**src/rtl/sec_pkg.sv**
```systemverilog
// shared types, constants and sine table for the stereo ensemble chorus
package sec_pkg;

  localparam int VOICE_COUNT = 3;
  localparam int VIDX_W      = 2;
  localparam int CFG_IDX_W   = 3;
  localparam int CFG_DATA_W  = 20;

  typedef enum logic [CFG_IDX_W-1:0] {
    CFG_LFO_INC  = 3'd0,
    CFG_DEPTH    = 3'd1,
    CFG_LENGTH   = 3'd2,
    CFG_FEEDBACK = 3'd3,
    CFG_MIX      = 3'd4
  } cfg_reg_e;

  localparam logic [19:0] RST_LFO_INC  = 20'd175;
  localparam logic [17:0] RST_DEPTH    = 18'd768;
  localparam logic [12:0] RST_LENGTH   = 13'd4096;
  localparam logic [15:0] RST_FEEDBACK = 16'd0;
  localparam logic [16:0] RST_MIX      = 17'd32768;

  localparam int          MIN_LENGTH     = 64;
  localparam logic [15:0] FEEDBACK_LIMIT = 16'd45875;
  localparam logic [16:0] MIX_FULL       = 17'd65536;
  localparam logic [16:0] RATE_UP        = 17'd70124;
  localparam logic [16:0] RATE_DOWN      = 17'd60948;
  localparam logic [17:0] PAN_SIDE       = 18'd42598;
  localparam logic [17:0] PAN_UNITY      = 18'd65536;
  localparam logic [10:0] BASE_DISTANCE  = 11'd1024;

  typedef enum logic [4:0] {
    ST_CLEAR, ST_IDLE, ST_FB, ST_WR, ST_INC, ST_PH, ST_SIN, ST_DEP, ST_ADR,
    ST_RD1, ST_TAP, ST_ACC, ST_DIV0, ST_DIV1, ST_DIV2, ST_MIX, ST_OUT
  } step_e;

  typedef struct packed {
    step_e             step;
    logic [VIDX_W-1:0] voice;
  } sec_cmd_t;

  typedef struct packed {
    logic clear_done;
    logic out_free;
  } sec_status_t;

  localparam logic [15:0] QUARTER_WAVE [65] = '{
    16'd0, 16'd804, 16'd1608, 16'd2410, 16'd3212, 16'd4011, 16'd4808, 16'd5602,
    16'd6393, 16'd7179, 16'd7962, 16'd8739, 16'd9512, 16'd10278, 16'd11039,
    16'd11793, 16'd12539, 16'd13279, 16'd14010, 16'd14732, 16'd15446, 16'd16151,
    16'd16846, 16'd17530, 16'd18204, 16'd18868, 16'd19519, 16'd20159, 16'd20787,
    16'd21403, 16'd22005, 16'd22594, 16'd23170, 16'd23731, 16'd24279, 16'd24811,
    16'd25329, 16'd25832, 16'd26319, 16'd26790, 16'd27245, 16'd27683, 16'd28105,
    16'd28510, 16'd28898, 16'd29268, 16'd29621, 16'd29956, 16'd30273, 16'd30571,
    16'd30852, 16'd31113, 16'd31356, 16'd31580, 16'd31785, 16'd31971, 16'd32137,
    16'd32285, 16'd32412, 16'd32521, 16'd32609, 16'd32678, 16'd32728, 16'd32757,
    16'd32767
  };

  function automatic logic signed [16:0] wave_point(input logic [7:0] idx);
    logic [6:0]         k;
    logic signed [16:0] v;
    k = {1'b0, idx[5:0]};
    if (idx[6]) begin
      v = $signed({1'b0, QUARTER_WAVE[7'd64 - k]});
    end else begin
      v = $signed({1'b0, QUARTER_WAVE[k]});
    end
    return idx[7] ? -v : v;
  endfunction

  function automatic logic [17:0] pan_left(input logic [VIDX_W-1:0] voice);
    return (voice == VIDX_W'(2)) ? PAN_SIDE : PAN_UNITY;
  endfunction

  function automatic logic [17:0] pan_right(input logic [VIDX_W-1:0] voice);
    return (voice == VIDX_W'(0)) ? PAN_SIDE : PAN_UNITY;
  endfunction

endpackage

```
**src/rtl/sec_ctrl.sv**
```systemverilog
// sequencer that steps the datapath through store clear, feedback write, voices and mix
module sec_ctrl import sec_pkg::*; (
  input  logic        clk_i,
  input  logic        rst_ni,
  input  logic        in_valid_i,
  output logic        in_ready_o,
  input  sec_status_t status_i,
  output sec_cmd_t    cmd_o
);

  typedef enum logic [4:0] {
    S_CLEAR, S_IDLE, S_FB, S_WR, S_INC, S_PH, S_SIN, S_DEP, S_ADR,
    S_RD1, S_TAP, S_ACC, S_DIV0, S_DIV1, S_DIV2, S_MIX, S_OUT
  } state_e;

  state_e            state_q, state_d;
  logic [VIDX_W-1:0] voice_q, voice_d;
  logic              in_ready_q;

  always_comb begin
    state_d = state_q;
    voice_d = voice_q;
    unique case (state_q)
      S_CLEAR: if (status_i.clear_done) state_d = S_IDLE;
      S_IDLE: begin
        if (in_valid_i) begin
          state_d = S_FB;
          voice_d = '0;
        end
      end
      S_FB:  state_d = S_WR;
      S_WR:  state_d = S_INC;
      S_INC: state_d = S_PH;
      S_PH:  state_d = S_SIN;
      S_SIN: state_d = S_DEP;
      S_DEP: state_d = S_ADR;
      S_ADR: state_d = S_RD1;
      S_RD1: state_d = S_TAP;
      S_TAP: state_d = S_ACC;
      S_ACC: begin
        if (voice_q == VIDX_W'(VOICE_COUNT - 1)) begin
          state_d = S_DIV0;
        end else begin
          state_d = S_INC;
          voice_d = voice_q + VIDX_W'(1);
        end
      end
      S_DIV0: state_d = S_DIV1;
      S_DIV1: state_d = S_DIV2;
      S_DIV2: state_d = S_MIX;
      S_MIX:  state_d = S_OUT;
      S_OUT:  if (status_i.out_free) state_d = S_IDLE;
      default: state_d = S_CLEAR;
    endcase
  end

  always_ff @(posedge clk_i or negedge rst_ni) begin
    if (!rst_ni) begin
      state_q    <= S_CLEAR;
      voice_q    <= '0;
      in_ready_q <= 1'b0;
    end else begin
      state_q    <= state_d;
      voice_q    <= voice_d;
      in_ready_q <= (state_d == S_IDLE);
    end
  end

  assign in_ready_o = in_ready_q;

  always_comb begin
    cmd_o.voice = voice_q;
    unique case (state_q)
      S_CLEAR: cmd_o.step = ST_CLEAR;
      S_IDLE:  cmd_o.step = ST_IDLE;
      S_FB:    cmd_o.step = ST_FB;
      S_WR:    cmd_o.step = ST_WR;
      S_INC:   cmd_o.step = ST_INC;
      S_PH:    cmd_o.step = ST_PH;
      S_SIN:   cmd_o.step = ST_SIN;
      S_DEP:   cmd_o.step = ST_DEP;
      S_ADR:   cmd_o.step = ST_ADR;
      S_RD1:   cmd_o.step = ST_RD1;
      S_TAP:   cmd_o.step = ST_TAP;
      S_ACC:   cmd_o.step = ST_ACC;
      S_DIV0:  cmd_o.step = ST_DIV0;
      S_DIV1:  cmd_o.step = ST_DIV1;
      S_DIV2:  cmd_o.step = ST_DIV2;
      S_MIX:   cmd_o.step = ST_MIX;
      S_OUT:   cmd_o.step = ST_OUT;
      default: cmd_o.step = ST_CLEAR;
    endcase
  end

endmodule

```
**config.mk**
```make
export PLATFORM = sky130hd
export DESIGN_NAME = sec_ctrl
export DESIGN_NICKNAME = d
export VERILOG_FILES = /design/src/rtl/sec_pkg.sv /design/src/rtl/sec_ctrl.sv
export SDC_FILE = /design/constraint.sdc
export NUM_CORES = 1
export LEC_CHECK = 0
export BUFFER_PORTS_ARGS = -buffer_cell sky130_fd_sc_hd__buf_2
export CORE_AREA = 5 5 42 44
export CTS_BUF_LIST = sky130_fd_sc_hd__clkbuf_8 sky130_fd_sc_hd__clkbuf_16
export CTS_CLUSTER_DIAMETER = 100
export CTS_CLUSTER_SIZE = 12
export DETAILED_ROUTE_END_ITERATION = 12
export DIE_AREA = 0 0 47 49
export PLACE_DENSITY = 0.63
export SETUP_SLACK_MARGIN = 0.15
export SYNTH_ARGS = -nofsm -noshare
export SYNTH_HDL_FRONTEND = slang
export SYNTH_SLANG_ARGS = --single-unit
```
**constraint.sdc**
```tcl
create_clock -name clk_i -period 1.6 [get_ports clk_i]
set_input_delay 0.08 -clock clk_i [delete_from_list [all_inputs] [get_ports clk_i]]
set_output_delay 0.08 -clock clk_i [all_outputs]
set_load 0.02 [all_outputs]
```
# After elaboration in Yosys (flattened, before gate mapping)
# Memory sizes are Yosys's and may differ from the RTL's.
# Index checks and enable logic that the tools add are counted.
dict set report totals {
  reg_bits 8
  latch_bits 0
  mem_bits_rw 0
  romBits 160
  in_bits 5
  output_inout_bits 8
  n_memories 1
}
dict set report op_classes {
  addsub 1
  n_mul 0
  div_mod_pow 0
  order_cmp 0
  n_eq_ne 20
  n_shift 0
  mux 8
  bitwise 0
  n_reduce_logical 3
}
# memory words width read_ports rd_clocked_by_memory_dff write_ports line_no
set memory_table {}
lappend memory_table {{(name not given)} 32 5 1 0 0 sec_ctrl.sv:73} ;# unique case (state_q)
# cell n
set ops {}
lappend ops {{$pmux 5 s17} 1}
lappend ops {{$eq 5x4->1 const B} 8}
lappend ops {{$eq 5x3->1 const B} 4}
lappend ops {{$mux 5} 3}
lappend ops {{$eq 5x1->1 const B} 2}
lappend ops {{$eq 5x2->1 const B} 2}
lappend ops {{$eq 5x5->1 const B} 1}
lappend ops {{$logic_not 5->1} 1}
lappend ops {{$mux 2} 2}
lappend ops {{$mux 4} 1}
lappend ops {{$ne 2x2->1 const B} 2}
lappend ops {{$pmux 2 s2} 1}
lappend ops {{$reduce_and 3->1} 1}
lappend ops {{$add 2x1->2 const B} 1}
lappend ops {{$eq 2x2->1 const B} 1}
lappend ops {{$reduce_bool 2->1} 1}

# Depth between registers and ports, before layout
# Gate-level depths: netlist of run 1.
dict set report logic_depth {
  word_depth 4
  mapped_depth 6
  mapped_depth_nobuf 6
}

# Worst setup path after synthesis of run 1
# No wires, ideal clock.
dict set report synth_path {
  kind {reg2reg}
  startpoint {reg state_q[2]}
  endpoint {reg in_ready_q, in the netlist in_ready_o}
  setup_time_ps 138
  t_arrival_ps 1205
  setup_slack_ps 257
  stages_incl_launch_ff 6
  period_less_slack_ps 1343
  cell_sequence {dfrtp_1 buf_6 or3_4 nor2_2 o32ai_2 nor4b_2}
}
dict set report synth_between {
  elab_chain_len 3
  word_cells_on_any_way 22
  cone_classes {eq/ne: 17; mux: 4; reduce/logical: 1}
}
# element line_no
set synth_lines {}
lappend synth_lines {{start, declared} sec_ctrl.sv:16} ;# state_e state_q, state_d;
lappend synth_lines {{start signal, assigned} sec_ctrl.sv:63} ;# state_q <= state_d;
lappend synth_lines {{$eq 5x5->1, or another cell as far along} sec_ctrl.sv:23} ;# unique case (state_q)
lappend synth_lines {{$pmux 5 s17 *} sec_ctrl.sv:23}
lappend synth_lines {{net state_d[0]} sec_ctrl.sv:16}
lappend synth_lines {{$eq 5x1->1 *} sec_ctrl.sv:65} ;# in_ready_q <= (state_d == S_IDLE);
lappend synth_lines {{end signal, assigned} sec_ctrl.sv:65}
lappend synth_lines {{end, declared} sec_ctrl.sv:18} ;# logic in_ready_q;
# Mark *: on every way through the listed nets, which the timed path passes. The rest lies on a longest branch.
# A chain may end at the register's enable or synchronous reset.

==> metrics.txt, run 1 <==
# TYPE chip_impl_metric gauge
chip_impl_metric{name="globalplace.congestion",unit=""} 0.856
chip_impl_metric{name="timing.critical_path.fanout_max",unit=""} 6
chip_impl_info{name="worst_setup_path_end_kind",value="output pin"} 1
chip_impl_info{name="unrepaired_setup_endpoints_after_global_routing",value="yes"} 1
chip_impl_metric{name="area_of_placed_instances",unit="um^2"} 557
chip_impl_metric{name="route.final.wire_length",unit="um"} 1120
chip_impl_metric{name="placementRows",unit=""} 14
chip_impl_metric{name="grt_antenna_before_repair",unit=""} 0
chip_impl_metric{name="final_core_util",unit="%"} 45.3
chip_impl_metric{name="track_usage",unit="%"} 11.0
chip_impl_metric{name="vias",unit=""} 440
chip_impl_metric{name="final_area",unit="um^2"} 634
chip_impl_metric{name="fin_crit",unit="ns"} 1.41
chip_impl_metric{name="post-route-drc-count",unit=""} 0
chip_impl_info{name="combinational_family_with_the_most_area_after_synthesis",value="simple AND/OR/NAND/NOR gates"} 1
chip_impl_metric{name="post_route_cells_drive_above_1_share",unit="%"} 40.3
chip_impl_metric{name="fin_ws",unit="ns"} 0.191
chip_impl_metric{name="io-pin-count",unit=""} 13
chip_impl_metric{name="ys_ff_latch",unit=""} 8
chip_impl_metric{name="half_perimeter_wire_length_after_detailed_placement",unit="um"} 804
chip_impl_metric{name="synth_sequential_area_ratio",unit="%"} 41.9
chip_impl_metric{name="synth_simple_gate_area_share",unit="%"} 28.8
chip_impl_metric{name="highest_attainable_clock_frequency",unit="MHz"} 710
chip_impl_metric{name="post-layout-total-power",unit="mW"} 1.35
chip_impl_metric{name="synth_nets",unit=""} 56
chip_impl_metric{name="clkLatencyLatePin",unit="ns"} 0.23
chip_impl_metric{name="flow.area_growth_from_synthesis",unit="%"} 32.7
chip_impl_metric{name="pwr_dens",unit="mW/mm^2"} 2130
chip_impl_metric{name="final_report_hold_violation_count",unit=""} 0
chip_impl_metric{name="antenna_cells",unit=""} 0
chip_impl_metric{name="coreArea",unit="mm^2"} 0.00140
chip_impl_metric{name="maximum_number_of_pins_on_one_net_before_global_route_repair",unit=""} 10
chip_impl_metric{name="dieWidth",unit="um"} 47
chip_impl_metric{name="arithmetic_cell_share_of_the_synthesized_area_counting_full_adders_half_adders_and_majority_gates",unit="%"} 2.62
chip_impl_metric{name="synthesis.instances",unit=""} 50
chip_impl_metric{name="die-height",unit="um"} 49
chip_impl_metric{name="timing.clock.skew",unit="ns"} 0.00325
chip_impl_metric{name="avgViaCountPerCell",unit=""} 5.30
chip_impl_metric{name="numCtsBuffers",unit=""} 3
chip_impl_info{name="worstSetupStartpointType",value="register"} 1
chip_impl_metric{name="initial_core_util",unit="%"} 34.1
chip_impl_metric{name="hold-worst-slack",unit="ns"} 0.197
chip_impl_metric{name="setup_tns",unit="ns"} 0
chip_impl_metric{name="synth.distinct_cells",unit=""} 29
chip_impl_metric{name="yosys.area.top_type_share",unit="%"} 41.9
chip_impl_metric{name="grt-ovfl-total",unit=""} 0
chip_impl_metric{name="yosys-mux-area-fraction",unit="%"} 2.09
chip_impl_metric{name="post_drt_wl_per_cell",unit="um"} 13.5
chip_impl_metric{name="layoutNonFillerInstCount",unit=""} 83
chip_impl_info{name="post-synth-top-area-cell",value="dfrtp_1"} 1
chip_impl_metric{name="worst_slack_placed",unit="ns"} 0.234
chip_impl_metric{name="grt_pass1_wl",unit="um"} 1770
chip_impl_metric{name="synth-compound-area-share",unit="%"} 14.7
chip_impl_info{name="status",value="complete, no violations"} 1
chip_impl_metric{name="numPlacedInstances",unit=""} 78
chip_impl_metric{name="crit_path_required_time",unit="ns"} 1.52
chip_impl_metric{name="drv.max_cap_violation_count",unit=""} 0
chip_impl_metric{name="synthesis.area_per_instance",unit="um^2"} 9.56
chip_impl_metric{name="antenna_left",unit=""} 0
chip_impl_metric{name="ys.warnings.count",unit=""} 0
chip_impl_metric{name="timing.critical_path.arrival",unit="ns"} 1.33
chip_impl_metric{name="post_synth_design_cell_area",unit="um^2"} 478
chip_impl_info{name="timing.hold.worst.class",value="input port to register"} 1
chip_impl_metric{name="report.final.setup_viol",unit=""} 0
chip_impl_info{name="clockRootBuffer",value="clkbuf_8"} 1
chip_impl_info{name="critPathKind",value="register to output pin"} 1
chip_impl_metric{name="htree_num_levels",unit=""} 1
chip_impl_metric{name="first_global_vias",unit=""} 419
chip_impl_metric{name="drtPass1Iterations",unit=""} 4
chip_impl_info{name="main_area_contributors_after_synthesis",value="dfrtp_1 42%, inv_1 4.7%, nor2_1 4.7%, o32ai_2 3.4%, o21ai_0 3.1%"} 1
chip_impl_metric{name="clkTransAtPathRegs",unit="ns"} 0.04
chip_impl_metric{name="drtIter0Drc",unit=""} 4
chip_impl_info{name="tritoncts_clock_tree",value="built"} 1
chip_impl_metric{name="clock_tree.buffer_depth",unit=""} 2
chip_impl_metric{name="port_buffers",unit=""} 12
chip_impl_metric{name="post_synth_xor_area_fraction",unit="%"} 1.83
chip_impl_metric{name="cellLeakagePower",unit="nW"} 0.297
chip_impl_metric{name="clock_sinks",unit=""} 8
chip_impl_metric{name="peak_ir_drop_on_the_vdd_network",unit="V"} 0.00109
chip_impl_metric{name="maxSlewHeadroom",unit="%"} 77.8
chip_impl_metric{name="die_area",unit="mm^2"} 0.00230
chip_impl_metric{name="max_slew.worst_pin.slew",unit="ns"} 0.330
chip_impl_metric{name="timing.final.max_slew_violations",unit=""} 0
chip_impl_metric{name="fin_nets",unit=""} 75
chip_impl_metric{name="final.period_utilization",unit="%"} 88.1
-- Yosys cell counts --
cell type,number
nor3_1,1
nand2b_1,1
o32ai_2,1
nand3b_1,1
a21o_1,1
a2bb2oi_1,1
and2b_1,1
nor2b_1,2
or3_4,1
a22oi_1,1
nor4b_2,1
o21ai_0,3
nor4b_1,1
o22ai_1,1
nor2_1,6
dfrtp_1,8
o32ai_1,1
and2_2,1
mux2i_1,1
nor2_2,1
nand2_1,1
buf_2,1
inv_1,6
nand4_1,2
nand3_1,1
ha_1,1
buf_6,1
nor4_1,1
xnor2_1,1
-- placed cells by master, fill, tap and decap left out, types with 2 or more instances in the layout --
master	count
buf_2	11
nor2b_1	2
o21ai_0	2
nor2_2	2
inv_1	6
nor4b_2	2
dfrtp_1	7
nor2_1	5
nand4_1	2
buf_4	4
clkbuf_8	3
-- worst max-delay path, cell delays in order, from the launching register on --
cell,delay (ns)
dfrtp_2,0.44
or3_4,0.41
nor2_2,0.11
buf_4,0.14
-- report_power, final --
group	internal, mW	switching, mW	total [mW]
logic	0.319	0.406	0.725
registers	0.288	0.0966	0.384
clock network	0.163	0.0818	0.245
-- worst paths after layout --
| kind | startpoint | to | slack, ns | cells after the start |
|---|---|---|---|---|
| max | state_q[3]$_DFF_PN0_ | cmd_o[6] | 0.19 | 3 |
| min | status_i[1] | state_q[0]$_DFF_PN0_ | 0.20 | 3 |
| max reg2reg | state_q[0]$_DFF_PN0_ | in_ready_o$_DFF_PN0_ | 0.23 | 4 |
| min reg2reg | voice_q[0]$_DFFE_PN0P_ | voice_q[0]$_DFFE_PN0P_ | 0.49 | 1 |
| max in group asynchronous | rst_ni | state_q[3]$_DFF_PN0_ | 1.19 | 2 |
| min in group asynchronous | rst_ni | state_q[0]$_DFF_PN0_ | 0.23 | 2 |
-- registers in the layout (all words and copies together), names as in the netlist --
name / cells
in_ready_o: 1
state_q: 5
voice_q: 2
-- layer usage --
layer | wire length [um] | track usage (%) | share of wire [%]
met1 | 460 | 14.0 | 41
met4 | 22 | 10.1 | 2.0
met2 | 566 | 14.5 | 50
met3 | 71 | 2.58 | 6.3
met5 | 0 | 0 | 0
-- area by class of cell --
type	instances	area, um^2
fill	148	767
multi-input combinational	34	254
sequential	8	201
timing repair buffer	16	95.1
clock buffer	3	41.3
inverter	6	22.5
tap	16	20.0
-- kinds of logic (layout without fill, tap and decap cells) --
group	Yosys count	count (layout)
simple gates	22	22
mux	1	1
xor+xnor	1	1
flops	8	8
buf+inv	8	25
compound gates	9	9
fa+ha+maj	1	1
-- repair_timing --
item	4_1_cts	5_1_grt
endpoints found under the setup margin	0	4
hold buffers	1	0
hold endpoints to repair	8	0
buffers inserted	0	1
resized for setup	0	6
Power figures use the tool's default switching activity.
==> run 2, diff against run 1 <==
- clock period: 1.6 -> 1.3 ns (I/O delays scaled with it)
==> metrics.txt, run 2 (same netlist as run 1, synthesis figures left out) <==
# TYPE chip_impl_metric gauge
chip_impl_metric{name="hold-path-cell-count",unit=""} 3
chip_impl_metric{name="post_drt_wl_per_cell",unit="um"} 16.9
chip_impl_metric{name="final.period_utilization",unit="%"} 107
chip_impl_info{name="mostFrequentLayoutCell",value="buf_6"} 1
chip_impl_metric{name="internal_cell_power",unit="mW"} 1.48
chip_impl_metric{name="seq_power_share",unit="%"} 18.3
chip_impl_info{name="registers.top_by_ff_count",value="state_q"} 1
chip_impl_info{name="status",value="finished with violations"} 1
chip_impl_info{name="tritoncts_clock_tree",value="built"} 1
chip_impl_metric{name="numPlacedInstances",unit=""} 89
chip_impl_metric{name="hold-worst-slack",unit="ns"} 0.202
chip_impl_metric{name="max_slew.worst_pin.slew",unit="ns"} 0.303
chip_impl_metric{name="clkLatencyLatePin",unit="ns"} 0.23
chip_impl_metric{name="netSwitchingFraction",unit="%"} 40.8
chip_impl_info{name="r2r-start",value="state_q[3]$_DFF_PN0_"} 1
chip_impl_metric{name="maxSlewHeadroom",unit="%"} 79.8
chip_impl_metric{name="track_usage",unit="%"} 13.6
chip_impl_metric{name="grt_pass1_wl",unit="um"} 2290
chip_impl_metric{name="drv.max_cap_violation_count",unit=""} 0
chip_impl_metric{name="dieWidth",unit="um"} 47
chip_impl_metric{name="fin_nets",unit=""} 91
chip_impl_metric{name="clock_sinks",unit=""} 8
chip_impl_metric{name="post-route-drc-count",unit=""} 0
chip_impl_info{name="worst_setup_path_end_kind",value="register"} 1
chip_impl_info{name="worstSetupStartpointType",value="register"} 1
chip_impl_metric{name="vias",unit=""} 519
chip_impl_metric{name="htree_num_levels",unit=""} 1
chip_impl_info{name="clockRootBuffer",value="clkbuf_8"} 1
chip_impl_metric{name="grt-ovfl-total",unit=""} 0
chip_impl_metric{name="antenna_left",unit=""} 0
chip_impl_metric{name="avgViaCountPerCell",unit=""} 5.24
chip_impl_metric{name="drtPass1Iterations",unit=""} 4
chip_impl_metric{name="route.final.wire_length",unit="um"} 1670
chip_impl_metric{name="post_route_cells_drive_above_1_share",unit="%"} 68.7
chip_impl_metric{name="maximum_number_of_pins_on_one_net_before_global_route_repair",unit=""} 9
chip_impl_metric{name="cellLeakagePower",unit="nW"} 0.417
chip_impl_metric{name="clock_power_share",unit="%"} 12.2
chip_impl_metric{name="timing.critical_path.arrival",unit="ns"} 1.54
chip_impl_metric{name="drtIter0Drc",unit=""} 12
chip_impl_metric{name="setup_tns",unit="ns"} -0.146
chip_impl_metric{name="half_perimeter_wire_length_after_detailed_placement",unit="um"} 976
chip_impl_info{name="timing.hold.worst.class",value="input port to register"} 1
chip_impl_metric{name="first_global_vias",unit=""} 524
chip_impl_metric{name="power_frac_comb",unit="%"} 69.5
chip_impl_info{name="critPathKind",value="register to register"} 1
chip_impl_metric{name="fin_crit",unit="ns"} 1.40
chip_impl_info{name="setup.worst_path.start",value="state_q[3]$_DFF_PN0_"} 1
chip_impl_metric{name="flow.area_growth_from_synthesis",unit="%"} 89.0
chip_impl_metric{name="peak_ir_drop_on_the_vdd_network",unit="V"} 0.00166
chip_impl_info{name="layout.cells.most_common_list",value="13 x buf_6, 11 x buf_4, 7 x buf_2"} 1
chip_impl_metric{name="placementRows",unit=""} 14
chip_impl_metric{name="antenna_cells",unit=""} 0
chip_impl_info{name="unrepaired_setup_endpoints_after_global_routing",value="yes"} 1
chip_impl_metric{name="coreArea",unit="mm^2"} 0.00140
chip_impl_metric{name="p_switching",unit="mW"} 1.02
chip_impl_metric{name="timing.critical_path.fanout_max",unit=""} 3
chip_impl_metric{name="port_buffers",unit=""} 12
chip_impl_metric{name="initial_core_util",unit="%"} 34.1
chip_impl_info{name="failing_checks",value="setup timing"} 1
chip_impl_metric{name="io-pin-count",unit=""} 13
chip_impl_metric{name="report.final.setup_viol",unit=""} 2
chip_impl_metric{name="die-height",unit="um"} 49
chip_impl_metric{name="die_area",unit="mm^2"} 0.00230
chip_impl_metric{name="clkTransAtPathRegs",unit="ns"} 0.04
chip_impl_metric{name="numCtsBuffers",unit=""} 3
chip_impl_metric{name="final_report_hold_violation_count",unit=""} 0
chip_impl_metric{name="timing.final.max_slew_violations",unit=""} 0
chip_impl_metric{name="pwr_dens",unit="mW/mm^2"} 2760
chip_impl_info{name="holdCritStartpoint",value="status_i[1]"} 1
chip_impl_metric{name="grt_antenna_before_repair",unit=""} 0
chip_impl_metric{name="r2r_cells",unit=""} 5
chip_impl_metric{name="crit_path_required_time",unit="ns"} 1.44
chip_impl_metric{name="fin_ws",unit="ns"} -0.0971
chip_impl_metric{name="timing.clock.skew",unit="ns"} 0.00415
chip_impl_metric{name="layoutNonFillerInstCount",unit=""} 99
chip_impl_metric{name="globalplace.congestion",unit=""} 0.828
chip_impl_metric{name="highest_attainable_clock_frequency",unit="MHz"} 716
chip_impl_metric{name="clock_tree.buffer_depth",unit=""} 2
chip_impl_metric{name="largest_register_ffs",unit=""} 5
==> run 2: changes by cell type in the layout (fill, tap and decap cells not counted), sizes merged <==
cell / change
buf: +16
==> run 2: path summary, 6_finish.rpt <==
kind / to / slack, ns
setup / recovery: in_ready_o$_DFF_PN0_ / -0.1
hold / removal: state_q[0]$_DFF_PN0_ / 0.20
setup reg to reg: in_ready_o$_DFF_PN0_ / -0.1
hold reg to reg: voice_q[0]$_DFFE_PN0P_ / 0.56
max in group asynchronous: state_q[4]$_DFF_PN0_ / 0.89
min in group asynchronous: voice_q[0]$_DFFE_PN0P_ / 0.22
==> run 2: repair_timing <==
| action | CTS | global route |
|---|---|---|
| buffers inserted | 2 | 4 |
| endpoints found under the setup margin | 9 | 13 |
| pin swaps | 3 | 8 |
| resized for setup | 25 | 21 |
| hold endpoints to repair | 8 | 0 |
| hold buffers | 1 | 0 |
==> run 2: layer usage <==
layer	track usage (%)	vias up	wire, um
met4	8.29	0	26
met3	1.48	2	62
met1	16.2	257	606
met5	0	-	0
li1	-	242	-
met2	22.2	18	976
==> run 2: worst max-delay path: stages, from the launching register on <==
cell	delay, ns
dfrtp_1	0.40
buf_6	0.14
nor4b_4	0.28
nor4_1	0.09
buf_4	0.15
nor4b_4	0.24
==> run 2: stage by stage <==
step / cell area, um^2 / utilization (%) / worst slack [ns] / total power [mW]
global route: 903 / 64.5 / -0.161 / 2.65
finish: 903 / 64.5 / -0.0971 / 2.50
detailed placement: 639 / 45.6 / -0.0530 / 1.54
CTS: 787 / 56.2 / -0.0461 / 2.11
global placement: 639 / 45.6 / -0.000699 / 1.52
floorplan: 478 / - / -0.0428 / 1.09
==> run 2: power groups by stage <==
| stage | Clock (mW) | Combinational, mW | Sequential [mW] |
|---|---|---|---|
| finish | 0.304 | 1.74 | 0.457 |
| global route | 0.333 | 1.84 | 0.473 |
| CTS | 0.305 | 1.36 | 0.442 |
| detailed placement | 0 | 1.09 | 0.456 |
| global placement | 0 | 1.08 | 0.443 |
| floorplan | 0 | 0.617 | 0.476 |
==> run 2: area by class of cell <==
| type | count | area (um^2) |
|---|---|---|
| fill | 114 | 498 |
| tap | 16 | 20.0 |
| inverter | 6 | 25.0 |
| multi-input combinational | 34 | 340 |
| clock buffer | 3 | 41.3 |
| timing repair buffer | 32 | 274 |
| sequential | 8 | 203 |
